**src/hdl/spq_pkg.sv**
```systemverilog
package spq_pkg;

    localparam int CAPACITY   = 16;
    localparam int DATA_BITS  = 32;
    localparam int PRIO_BITS  = 8;
    localparam int COUNT_BITS = $clog2(CAPACITY + 1);

    // Stream word layout, lowest field first, padded to whole bytes.
    localparam int IN_BITS    = PRIO_BITS + DATA_BITS;
    localparam int IN_BYTES   = (IN_BITS + 7) / 8;
    localparam int OUT_BITS   = 2 * PRIO_BITS + 2 * DATA_BITS + 1 + COUNT_BITS;
    localparam int OUT_BYTES  = (OUT_BITS + 7) / 8;

    localparam logic ACT_INSERT = 1'b0;
    localparam logic ACT_POP    = 1'b1;

    // Broadcast from the queue control to every cell.
    typedef struct packed {
        logic                 ins;
        logic                 pop;
        logic [PRIO_BITS-1:0] prio;
        logic [DATA_BITS-1:0] data;
    } t_cell_ctl;

endpackage

```
**src/hdl/spq_cell.sv**
```systemverilog
module spq_cell
    import spq_pkg::*;
(
    input  logic                 i_clk,
    input  t_cell_ctl            i_ctl,
    input  logic                 i_occ,
    input  logic                 i_prev_gt,
    input  logic [PRIO_BITS-1:0] i_prev_prio,
    input  logic [DATA_BITS-1:0] i_prev_data,
    input  logic [PRIO_BITS-1:0] i_next_prio,
    input  logic [DATA_BITS-1:0] i_next_data,
    output logic                 o_gt,
    output logic [PRIO_BITS-1:0] o_prio,
    output logic [DATA_BITS-1:0] o_data,
    output logic [PRIO_BITS-1:0] o_nxt_prio,
    output logic [DATA_BITS-1:0] o_nxt_data
);

    logic [PRIO_BITS-1:0] r_prio;
    logic [DATA_BITS-1:0] r_data;
    logic [PRIO_BITS-1:0] n_prio;
    logic [DATA_BITS-1:0] n_data;

    // The new entry goes behind every stored entry of lower or equal priority.
    assign o_gt = i_occ && (r_prio > i_ctl.prio);

    always_comb begin
        n_prio = r_prio;
        n_data = r_data;
        if (i_ctl.ins) begin
            if (i_prev_gt) begin
                n_prio = i_prev_prio;
                n_data = i_prev_data;
            end else if (!i_occ || (r_prio > i_ctl.prio)) begin
                n_prio = i_ctl.prio;
                n_data = i_ctl.data;
            end
        end else if (i_ctl.pop) begin
            n_prio = i_next_prio;
            n_data = i_next_data;
        end
    end

    always_ff @(posedge i_clk) begin
        r_prio <= n_prio;
        r_data <= n_data;
    end

    assign o_prio     = r_prio;
    assign o_data     = r_data;
    assign o_nxt_prio = n_prio;
    assign o_nxt_data = n_data;

endmodule

```
**src/hdl/sorted_priority_queue_core.sv**
```systemverilog
// Channel   Dir  tdata (lowest bit first)                          tuser
// s_axis    in   prio_in[7:0], data_in[39:8]                       action
// m_axis    out  popped_prio[7:0], popped_data[39:8],              done_res
//                head_valid[40], head_prio[48:41],
//                head_data[80:49], fill_count[85:81]
//
// One word is taken per cycle unless m_axis stalls; its result word follows in the next cycle.
// The cell row shifts or compares all slots in the same cycle it takes a word.
// A single output register holds the result; a new word is taken whenever it
// is empty or being drained, so a stall on m_axis stalls s_axis.
// Reset (synchronous, active low) empties the queue and drops any result.
module sorted_priority_queue_core
    import spq_pkg::*;
(
    input  logic                   i_clk,
    input  logic                   i_rst_n,
    input  logic                   i_s_axis_tvalid,
    output logic                   o_s_axis_tready,
    input  logic [8*IN_BYTES-1:0]  i_s_axis_tdata,  // prio_in, data_in
    input  logic                   i_s_axis_tuser,  // action
    output logic                   o_m_axis_tvalid,
    input  logic                   i_m_axis_tready,
    output logic [8*OUT_BYTES-1:0] o_m_axis_tdata,  // popped_prio, popped_data,
                                                     // head_valid, head_prio,
                                                     // head_data, fill_count
    output logic                   o_m_axis_tuser   // done_res
);

    logic [COUNT_BITS-1:0] r_count;
    logic [COUNT_BITS-1:0] n_count;
    logic                  r_ovalid;
    logic [OUT_BITS-1:0]   r_odata;
    logic                  r_odone;

    logic                  in_fire;
    logic                  full;
    logic                  empty;
    t_cell_ctl             ctl;

    logic [PRIO_BITS-1:0]  cell_prio [CAPACITY];
    logic [DATA_BITS-1:0]  cell_data [CAPACITY];
    logic [PRIO_BITS-1:0]  nxt_prio  [CAPACITY];
    logic [DATA_BITS-1:0]  nxt_data  [CAPACITY];
    logic [CAPACITY-1:0]   cell_gt;
    logic [CAPACITY-1:0]   occ;

    logic                  done;
    logic [PRIO_BITS-1:0]  pop_prio;
    logic [DATA_BITS-1:0]  pop_data;
    logic                  hd_valid;
    logic [PRIO_BITS-1:0]  hd_prio;
    logic [DATA_BITS-1:0]  hd_data;

    assign o_s_axis_tready = !r_ovalid || i_m_axis_tready;
    assign in_fire         = i_s_axis_tvalid && o_s_axis_tready;

    assign full  = (r_count == COUNT_BITS'(CAPACITY));
    assign empty = (r_count == '0);

    assign ctl.ins  = in_fire && (i_s_axis_tuser == ACT_INSERT) && !full;
    assign ctl.pop  = in_fire && (i_s_axis_tuser == ACT_POP) && !empty;
    assign ctl.prio = i_s_axis_tdata[PRIO_BITS-1:0];
    assign ctl.data = i_s_axis_tdata[PRIO_BITS +: DATA_BITS];

    genvar g;
    generate
        for (g = 0; g < CAPACITY; g++) begin : g_cell
            logic                 prev_gt;
            logic [PRIO_BITS-1:0] prev_prio;
            logic [DATA_BITS-1:0] prev_data;
            logic [PRIO_BITS-1:0] next_prio;
            logic [DATA_BITS-1:0] next_data;

            assign occ[g] = (r_count > COUNT_BITS'(g));

            if (g == 0) begin : g_first
                assign prev_gt   = 1'b0;
                assign prev_prio = '0;
                assign prev_data = '0;
            end else begin : g_mid
                assign prev_gt   = cell_gt[g-1];
                assign prev_prio = cell_prio[g-1];
                assign prev_data = cell_data[g-1];
            end

            if (g == CAPACITY - 1) begin : g_last
                assign next_prio = '0;
                assign next_data = '0;
            end else begin : g_body
                assign next_prio = cell_prio[g+1];
                assign next_data = cell_data[g+1];
            end

            spq_cell u_cell (
                .i_clk       (i_clk),
                .i_ctl       (ctl),
                .i_occ       (occ[g]),
                .i_prev_gt   (prev_gt),
                .i_prev_prio (prev_prio),
                .i_prev_data (prev_data),
                .i_next_prio (next_prio),
                .i_next_data (next_data),
                .o_gt        (cell_gt[g]),
                .o_prio      (cell_prio[g]),
                .o_data      (cell_data[g]),
                .o_nxt_prio  (nxt_prio[g]),
                .o_nxt_data  (nxt_data[g])
            );
        end
    endgenerate

    always_comb begin
        n_count = r_count;
        if (ctl.ins) begin
            n_count = r_count + COUNT_BITS'(1);
        end else if (ctl.pop) begin
            n_count = r_count - COUNT_BITS'(1);
        end
    end

    assign done     = ctl.ins || ctl.pop;
    assign pop_prio = ctl.pop ? cell_prio[0] : '0;
    assign pop_data = ctl.pop ? cell_data[0] : '0;
    assign hd_valid = (n_count != '0);
    assign hd_prio  = hd_valid ? nxt_prio[0] : '0;
    assign hd_data  = hd_valid ? nxt_data[0] : '0;

    always_ff @(posedge i_clk) begin
        if (!i_rst_n) begin
            r_count  <= '0;
            r_ovalid <= 1'b0;
        end else begin
            r_count <= n_count;
            if (in_fire) begin
                r_ovalid <= 1'b1;
            end else if (i_m_axis_tready) begin
                r_ovalid <= 1'b0;
            end
        end
    end

    always_ff @(posedge i_clk) begin
        if (in_fire) begin
            r_odone <= done;
            r_odata <= {n_count, hd_data, hd_prio, hd_valid, pop_data, pop_prio};
        end
    end

    assign o_m_axis_tvalid = r_ovalid;
    assign o_m_axis_tuser  = r_odone;
    assign o_m_axis_tdata  = {{(8*OUT_BYTES-OUT_BITS){1'b0}}, r_odata};

endmodule

```
**config.mk**
```make
export PLATFORM = sky130hd
export DESIGN_NAME = sorted_priority_queue_core
export DESIGN_NICKNAME = d
export VERILOG_FILES = /design/src/hdl/spq_pkg.sv /design/src/hdl/spq_cell.sv /design/src/hdl/sorted_priority_queue_core.sv
export SDC_FILE = /design/constraint.sdc
export NUM_CORES = 2
export LEC_CHECK = 0
export BUFFER_PORTS_ARGS = -buffer_cell sky130_fd_sc_hd__buf_4
export CORE_MARGIN = 3
export CORE_UTILIZATION = 63
export CTS_BUF_LIST = sky130_fd_sc_hd__clkbuf_16
export CTS_CLUSTER_SIZE = 25
export DETAILED_ROUTE_END_ITERATION = 10
export PLACE_DENSITY = 0.81
export SKIP_CTS_REPAIR_TIMING = 1
export SYNTH_ARGS = -nofsm -noshare
export SYNTH_HDL_FRONTEND = slang
export SYNTH_SLANG_ARGS = --single-unit
```
**constraint.sdc**
```tcl
create_clock -name i_clk -period 7.4 [get_ports i_clk]
set_clock_uncertainty 0.05 [all_clocks]
set_input_delay 1.11 -clock i_clk [delete_from_list [all_inputs] [get_ports i_clk]]
set_output_delay 1.11 -clock i_clk [all_outputs]
set_load 0.02 [all_outputs]
```
==> reports/results.md <==
### Worst setup path
• **cell with the largest stage delay on the worst path** buf_4
• **critical path arrival** 4.51 ns
• **largest fanout on the critical path** 47
• **sort of element at the end of the critical path** register
• **startpoint type of the worst setup path** register
• **cell family contributing the most delay on the critical path** buffers and inverters
• **cell mode on critical path** buf_4
• **start-to-end type of the worst setup path** reg -> reg
• **Worst EP required** 7.67 ns
• **CP peak stage delay** 0.54 ns
• **CP Buf/Inv Count** 4
• **worst path cell trace** inv_1 > ha_1 > or3b_1 > o21ai_4 > buf_4 > inv_2 > xnor2_2 > nand4b_1 > nor3_4 > buf_4 > a311oi_1
• **Worst R2R Setup Slack** 3.16 ns

### Routing
• **First DRT Iteration DRCs** 5207
• **routed wire length per instance** 25.9 um
• **number of remaining DRC errors** 0
• **vias** 31100
• **number of antenna-violating nets in the routed design** 0
• **Detailed Route WL** 113 mm
• **DR pass1 iterations** 7
• **via count normalized by instance count** 7.17

### Pwr
• **Static Leak** 15.1 nW
• **Pwr Density** 320 nW/um^2
• **VDD IR-drop max** 0.203 mV
• **total power** 13.4 mW

### STA
• **Max-Slew Margin vs Limit** 0.122
• **upper clock frequency limit** 236 MHz
• **Slew @ Worst Pin** 1.32 ns
• **Total Neg Setup Slack** 0 ns
• **Final Slew Violations** 0
• **final hold violation count** 0
• **Period minus WS final** 4.24 ns
• **setup repair after global routing missed its margin** no
• **number of setup violations in the final report** 0
• **fin crit share** 0.574

### Synth
• **number of unique standard cell types used by synthesis** 66
• **Synthesis Warnings** 0
• **part of the Yosys area used for sequential elements** 0.566
• **Post-Synthesis Cell Area** 38100 um^2
• **cell count after synthesis** 3592
• **ys flop type** edfxtp_1
• **count of flip-flops with a built-in enable after synthesis** 687
• **share of flip-flops with an asynchronous set or reset** 0
• **synthesized area divided by synthesized cell count** 10.6 um^2
• **number of synthesized register bits** 733

### Clocking
• **cell chosen for the clock root** clkbuf_16
• **clock slew at the register clock pins of the worst setup and hold paths** 0.06 ns
• **clk_lat worst skew** 0.63 ns
• **H-tree levels** 3
• **maximum buffer depth of the clock tree** 3
• **Num CTS Buffers** 77
• **CTS Sinks** 733
• **TritonCTS clock tree** yes

### Final layout
• **NumNets Final** 3690
• **multi-input logic area** 15200 um^2
• **share of cells above drive strength 1** 0.102
• **area growth from synthesis to layout** 9.82%
• **final standard cell utilization of the core** 0.704
• **total of fill cells in the finished design** 4196
• **leading cell types in the layout, fill and taps excluded** edfxtp_1, nand2_1, nand3_1
• **Sequential Area** 21600 um^2
• **most common cell after layout, fill and taps aside** edfxtp_1

### Min path
• **worst min-delay path category** reg -> reg

### GRT
• **pin count of the biggest net entering global routing** 170
• **aggregate global-route resource usage** 0.348
• **number of global-route vias before repair** 29000
• **wire length of the first global-routing pass** 173 mm
• **initial antenna violation count** 4
• **Remaining Overflow, GRT** 0

### Outcome
• **outcome** complete, no violations

### Die
• **count of boundary I/O pins** 136
• **initial core utilization** 0.641
• **core area** 59400 um^2
• **Std-Cell Rows** 89
• **floorplan die height** 252 um
• **Die W** 252 um
• **overall die area** 63400 um^2

### Placed design
• **total of buffers placed on input and output ports** 133
• **gp weighted congestion** 0.936
• **total half-perimeter wirelength after legalization and detailed placement** 71.7 mm

### Run
• **MaxCap Viol Count** 0

==> flip-flops by register name, summed over array words and instances (netlist names) <==
register	count
g_cell.u_cell.o_data	512
g_cell.u_cell.o_prio	128
o_m_axis_tuser	1
o_m_axis_tvalid	1
r_count	5
r_odata	86
==> power breakdown <==
part | leakage (nW) | total (mW) | switching (mW) | internal [mW]
Clock | 1.28 | 3.89 | 1.64 | 2.25
Combinational | 6.82 | 3.22 | 2.19 | 1.03
Sequential | 6.98 | 6.27 | 0.597 | 5.67
Total | 15.1 | 13.4 | 4.43 | 8.95
==> cell families after synthesis <==
kind of cell	share of synthesized area
compound gates	0.165
xor+xnor	0.00132
mux	0.0110
flops	0.566
simple gates	0.171
buf+inv	0.0410
fa+ha+maj	0.0441
other cells	0.0000985
==> final cells by class <==
class                           count  share of cell area
Antenna cell                        4            0.000239
Clock buffer                       79              0.0473
Clock inverter                     56              0.0120
Inverter                           44             0.00401
Multi-Input combinational cell   2471               0.363
Sequential cell                   733               0.516
Tap cell                          773              0.0231
Timing Repair Buffer              184              0.0345
==> worst register-to-register path, delay by kind of cell (launching register included) <==
kind                     cells  cell delay [ns]
AO/OA/AOI/OAI                2             0.37
XOR/XNOR                     1             0.34
adder cells (fa/ha/maj)      1             0.27
buffers and inverters        4             1.62
flip-flops                   1             0.42
AND/OR/NAND/NOR              3             0.88
==> synthesized netlist by cell type, types with 15 or more instances <==
library cell	n	area [um^2]
a21o_1	21	158
a21oi_1	61	305
a311oi_2	32	480
a31oi_1	47	294
and2_1	42	263
and3_1	19	119
buf_1	58	218
buf_2	49	245
clkbuf_1	232	871
dfxtp_1	46	921
edfxtp_1	687	20600
ha_1	134	1680
inv_1	41	154
mux2i_1	42	420
nand2_1	681	2560
nand3_1	581	2910
nor2_1	65	244
o211ai_1	555	4170
o21ai_0	22	110
o221ai_1	15	131
o22ai_1	41	257
==> per-layer routing <==
layer / vias to the layer above / global-route usage / part of all wire
met5: - / 0.00602 / 0.00020
met4: 4 / 0.0850 / 0.020
met3: 198 / 0.109 / 0.16
met2: 2410 / 0.483 / 0.42
met1: 15000 / 0.534 / 0.40
li1: 13500 / - / -
==> path summary, 6_finish.rpt <==
kind | end | startpoint | cells after the start
max | r_odata[56] | r_count[0] | 11
min | o_m_axis_tvalid | o_m_axis_tvalid | 2
max reg2reg | r_odata[56] | r_count[0] | 11
min reg2reg | o_m_axis_tvalid | o_m_axis_tvalid | 2
==> through the flow <==
stage / area [um^2] / worst slack, ns / std cells / hold slack, ns
6_report: 41800 / 3.16 / 4344 / 0.487
5_1_grt: 41800 / 2.97 / 4340 / 0.512
4_1_cts: 41800 / 3.21 / 4340 / 0.486
3_5_place_dp: 39300 / 2.58 / 4205 / 0.478
3_3_place_gp: 39300 / 2.61 / 4205 / 0.465
2_1_floorplan: 38100 / 1.80 / 3593 / 0.450
(Power assumes the default switching activity.)
